**src/hdl/voxel_six_neighbor_lookup_defines.svh**
```systemverilog
// Assertion macros shared by the voxel neighbor lookup block.
// Depends on nothing; included by the top level.
`ifndef VOXEL_SIX_NEIGHBOR_LOOKUP_DEFINES_SVH
`define VOXEL_SIX_NEIGHBOR_LOOKUP_DEFINES_SVH

// Antecedent implies consequent in the same cycle.
`define VSNL_ASSERT_IMPLY(label, clk, rst, ante, cons) \
   label: assert property (@(posedge clk) disable iff (rst) (ante) |-> (cons)) \
      else $error("implication check failed");

// Condition must never hold.
`define VSNL_ASSERT_NEVER(label, clk, rst, cond) \
   label: assert property (@(posedge clk) disable iff (rst) !(cond)) \
      else $error("forbidden condition seen");

`endif

```
**src/hdl/vsnl_pkg.sv**
```systemverilog
// Shared types, codes and default sizes for the voxel neighbor lookup block.
// Depends on nothing; used by vsnl_if, vsnl_front, vsnl_queue, vsnl_back, the top and the bench by scoped names.
package vsnl_pkg;

   // default sizes
   localparam int COORD_BITS_DEFAULT = 6;
   localparam int MAX_VOXELS_DEFAULT = 65535;
   localparam int QUEUE_DEPTH = 2;

   // fixed field widths
   localparam int FIELD_BITS = 6;
   localparam int INDEX_BITS = 16;
   localparam int DIR_BITS   = 3;
   localparam int NUM_DIRS   = 6;

   // operation codes
   localparam logic FUNC_INSERT = 1'b0;
   localparam logic FUNC_QUERY  = 1'b1;

   // neighbor direction codes, probe order
   localparam logic [DIR_BITS-1:0] DIR_NEG_X = 3'd0;
   localparam logic [DIR_BITS-1:0] DIR_POS_X = 3'd1;
   localparam logic [DIR_BITS-1:0] DIR_NEG_Y = 3'd2;
   localparam logic [DIR_BITS-1:0] DIR_POS_Y = 3'd3;
   localparam logic [DIR_BITS-1:0] DIR_NEG_Z = 3'd4;
   localparam logic [DIR_BITS-1:0] DIR_POS_Z = 3'd5;
   localparam logic [DIR_BITS-1:0] DIR_DONE  = 3'd6;

   // classified command handed from front to back
   typedef struct packed {
      logic                  func;
      logic [FIELD_BITS-1:0] coord_x;
      logic [FIELD_BITS-1:0] coord_y;
      logic [FIELD_BITS-1:0] coord_z;
      logic [NUM_DIRS-1:0]   in_grid;
   } cmd_type;

   // status from back to front
   typedef struct packed {
      logic clearing;
   } back_status_type;

endpackage

```
**src/hdl/vsnl_queue.sv**
```systemverilog
// Short command queue between front and back sections.
// Depends on vsnl_pkg.
module vsnl_queue #(
   parameter int DEPTH = vsnl_pkg::QUEUE_DEPTH
) (
   input  logic              clock,
   input  logic              reset,
   input  logic              push,
   input  vsnl_pkg::cmd_type push_cmd,
   output logic              full,
   input  logic              pop,
   output logic              head_valid,
   output vsnl_pkg::cmd_type head_cmd
);

   localparam int PtrBits = (DEPTH > 1) ? $clog2(DEPTH) : 1;
   localparam int CntBits = $clog2(DEPTH + 1);
   localparam logic [PtrBits-1:0] LastPtr = PtrBits'(DEPTH - 1);
   localparam logic [CntBits-1:0] FullCnt = CntBits'(DEPTH);

   vsnl_pkg::cmd_type  slot_ff [DEPTH];
   logic [PtrBits-1:0] wr_ptr_ff, wr_ptr_in;
   logic [PtrBits-1:0] rd_ptr_ff, rd_ptr_in;
   logic [CntBits-1:0] cnt_ff, cnt_in;

   assign full       = (cnt_ff == FullCnt);
   assign head_valid = (cnt_ff != '0);
   assign head_cmd   = slot_ff[rd_ptr_ff];

   // pointer and count update
   always_comb begin
      wr_ptr_in = wr_ptr_ff;
      rd_ptr_in = rd_ptr_ff;
      cnt_in    = cnt_ff;
      if (push) begin
         wr_ptr_in = (wr_ptr_ff == LastPtr) ? '0 : wr_ptr_ff + PtrBits'(1);
      end
      if (pop) begin
         rd_ptr_in = (rd_ptr_ff == LastPtr) ? '0 : rd_ptr_ff + PtrBits'(1);
      end
      if (push && !pop) begin
         cnt_in = cnt_ff + CntBits'(1);
      end else if (pop && !push) begin
         cnt_in = cnt_ff - CntBits'(1);
      end
   end

   always_ff @(posedge clock) begin
      if (reset) begin
         wr_ptr_ff <= '0;
         rd_ptr_ff <= '0;
         cnt_ff    <= '0;
      end else begin
         wr_ptr_ff <= wr_ptr_in;
         rd_ptr_ff <= rd_ptr_in;
         cnt_ff    <= cnt_in;
      end
   end

   // storage
   always_ff @(posedge clock) begin
      if (push) begin
         slot_ff[wr_ptr_ff] <= push_cmd;
      end
   end

endmodule

```
**config.mk**
```make
export PLATFORM = sky130hd
export DESIGN_NAME = vsnl_queue
export DESIGN_NICKNAME = d
export VERILOG_FILES = /design/src/hdl/voxel_six_neighbor_lookup_defines.svh /design/src/hdl/vsnl_pkg.sv /design/src/hdl/vsnl_queue.sv
export SDC_FILE = /design/constraint.sdc
export NUM_CORES = 1
export LEC_CHECK = 0
export BUFFER_PORTS_ARGS = -buffer_cell sky130_fd_sc_hd__buf_2
export CORE_ASPECT_RATIO = 1.4
export CORE_MARGIN = 2
export CORE_UTILIZATION = 46
export CTS_CLUSTER_SIZE = 12
export DETAILED_ROUTE_END_ITERATION = 16
export GPL_ROUTABILITY_DRIVEN = 0
export GPL_TIMING_DRIVEN = 0
export MAX_ROUTING_LAYER = met4
export PLACE_DENSITY = 0.74
export SLEW_MARGIN = 20
export SYNTH_ARGS = -nofsm -noshare
export SYNTH_HDL_FRONTEND = slang
export SYNTH_SLANG_ARGS = --single-unit
```
**constraint.sdc**
```tcl
create_clock -name clock -period 2 [get_ports clock]
set_input_delay 0.3 -clock clock [delete_from_list [all_inputs] [get_ports clock]]
set_output_delay 0.3 -clock clock [all_outputs]
set_load 0.005 [all_outputs]
```
==> run metrics <==
crit path max fanout=10; top-area cell type share of the netlist area=between 70% and 80%; Final Critical Period=~1800 ps; DP HPWL=roughly 2.2 mm; final WL=3.18 mm; H-Tree Depth=2; die width=roughly 60 um; RSZ-0062 raised after global routing=false; core footprint=4200 sq um; synthesis-stage register bit count=55; Vias/cell=approximately 5; final worst slack=around 210 ps; Slew HR=50.3%; final instance area=~2500 sq um; DR iter-0 viols=34; post-CTS sizing=0; CP required=1700 ps; nets@finish=approximately 190; max-cap viol count=0; # DRC=0; Fmax=roughly 0.56 GHz; global-route wire length before repair=4.67 mm; Clock Latency Late Sink=300 ps; detailed-route via count=1039; worst r2r src=wr_ptr_ff; Post-Syn Area=between 2000 and 2500 sq um; Clock transition at path regs=~90 ps; largest net degree at the start of global routing=26; row count=28; leak pwr=about 0.96 nW; initial core utilization=47.9%; critical path type=reg2out; Worst Path Arrival=approximately 1500 ps; endpoints failing hold=0; hold crit path type=in2reg; Syn. warnings=0; R2R depth=1; r2r setup slk=between 600 and 700 ps; CTS Buf Count=5; FILL cells=322; setup violators final=0; Synth Flop Type=edfxtp_1; Sink Count=55; Mean Syn Cell Area=around 20 sq um; Worst Skew=around 4.0 ps; Tot GR Track Use=13.8%; post-CTS setup buffers=0; Routed wire per std cell=roughly 15 um; largest cells by area after synthesis=edfxtp_1 75%, mux2_2 14%, dfxtp_1 5.0%; Placed Area=about 2400 sq um; Synth cell types=17; status=completed; number of buffers added on ports=55; leading area contributor after synthesis=edfxtp_1; Least-Margin Pin Slew=around 740 ps; Synth async-reset ratio=0%; P per Cell Area=983 nW/um^2; Peak VDD IR=0.634 mV; Chip Height=just over 80 um; Layout area overhead=23.5%; Gate Count Post-Synth=100; most frequent cells after synthesis=50 x edfxtp_1, 25 x mux2_2, 5 x dfxtp_1; antenna violations before repair=0; share of the yosys chip area belonging to registers=approximately four fifths; CTS Buffer Depth=2; 1st-pass router iterations=3; CP Launch Type=flip-flop; CP Capture Point=head_cmd[1]; Detail Route Antenna Nets=0; Place WS=between 200 and 250 ps; CTS tree=built; Worst R2R End=slot_ff[1][7]; vias in the first global route=about 1000; count leader, synth=edfxtp_1; Slew Viols, Final=0; share of cells above drive strength 1=57.7%; Antenna diodes=0; hold_buf cts=0; die footprint=between 4000 and 5000 sq um; Post-synth EDFFs=50; grt ovf=0; Sum Neg Setup Slack=0 ps; Setup crit end kind=primary output; # IOs=56; Synth Net Count=between 100 and 150; Final Cycle Share=between 80% and 90%; clk root buf=clkbuf_8
## through the flow
step           hold WS [ps]  std cells  utilization [%]  total power, mW
2_1_floorplan           369        100                -             1.53
3_3_place_gp            473        200             55.8             1.64
3_5_place_dp            493        200             56.0             1.66
4_1_cts                 175        208             59.1             2.47
5_1_grt                 171        208             59.1             2.54
6_report                182        208             59.1             2.44
## critical path: stages (launching register included)
cell and delay [ps]:
dfxtp_1 310, buf_2 190, buf_4 220, mux2_2 350
buf_2 130
## state kept, by name, indices dropped and copies added, names as in the netlist, named ones only
name / count
slot_ff: 50
rd_ptr_ff: 1
cnt_ff: 2
wr_ptr_ff: 1
## worst min-delay path by stage
stage	depth (start not counted)	endpoint	start	slack, ps
2_1_floorplan	1	cnt_ff[1]	reset	370
3_3_place_gp	2	cnt_ff[1]	cnt_ff[1]	470
3_5_place_dp	1	slot_ff[0][1]	push_cmd[1]	490
4_1_cts	1	slot_ff[0][16]	push_cmd[16]	170
5_1_grt	1	slot_ff[1][9]	push_cmd[9]	170
6_report	1	slot_ff[0][16]	push_cmd[16]	180
## kinds of logic after synthesis
kind of cell	after synthesis	synth area share, %
multiplexers	25	14.0
adder cells (fa/ha/maj)	1	0.621
flip-flops	55	79.6
XOR/XNOR	4	1.74
AO/OA/AOI/OAI	2	0.497
buffers and inverters	4	1.18
AND/OR/NAND/NOR	9	2.42
## final cells by class
type | instances | area (sq um) | share of cell area, %
Inverter | 1 | 3.75 | 0.151
Buffer | 3 | 20.0 | 0.805
Clock buffer | 6 | 72.6 | 2.92
Clock inverter | 2 | 60.1 | 2.42
Sequential cell | 55 | 1600 | 64.4
Tap cell | 45 | 56.3 | 2.26
Timing Repair Buffer | 55 | 275 | 11.1
Multi-Input combinational cell | 41 | 397 | 16.0
## layout by cell type (no fill, tap or decap), types with 2 or more instances in the layout
cell       netlist  routed
buf_4            2       2
mux2_2          25      25
xnor2_1          2       2
dfxtp_1          5       5
buf_2            1      56
edfxtp_1        50      50
bufinv_16        0       2
xor2_1           2       2
nor2_1           4       4
clkbuf_8         0       5
## power by group
group	total, mW	internal (mW)	switching [mW]	leakage, nW
registers	1.36	1.34	0.0232	0.511
logic	0.265	0.142	0.123	0.388
clock network	0.820	0.500	0.320	0.0654
## metal layers
| metal | global-route usage [%] | wire, um | up-vias |
|---|---|---|---|
| li1 | - | - | 501 |
| met1 | 14.7 | 1170 | 496 |
| met2 | 23.3 | 1740 | 37 |
| met3 | 4.36 | 208 | 5 |
| met4 | 6.00 | 59 | 0 |
| met5 | - | 0 | - |
Note: power is estimated with default switching activity, not from simulation.
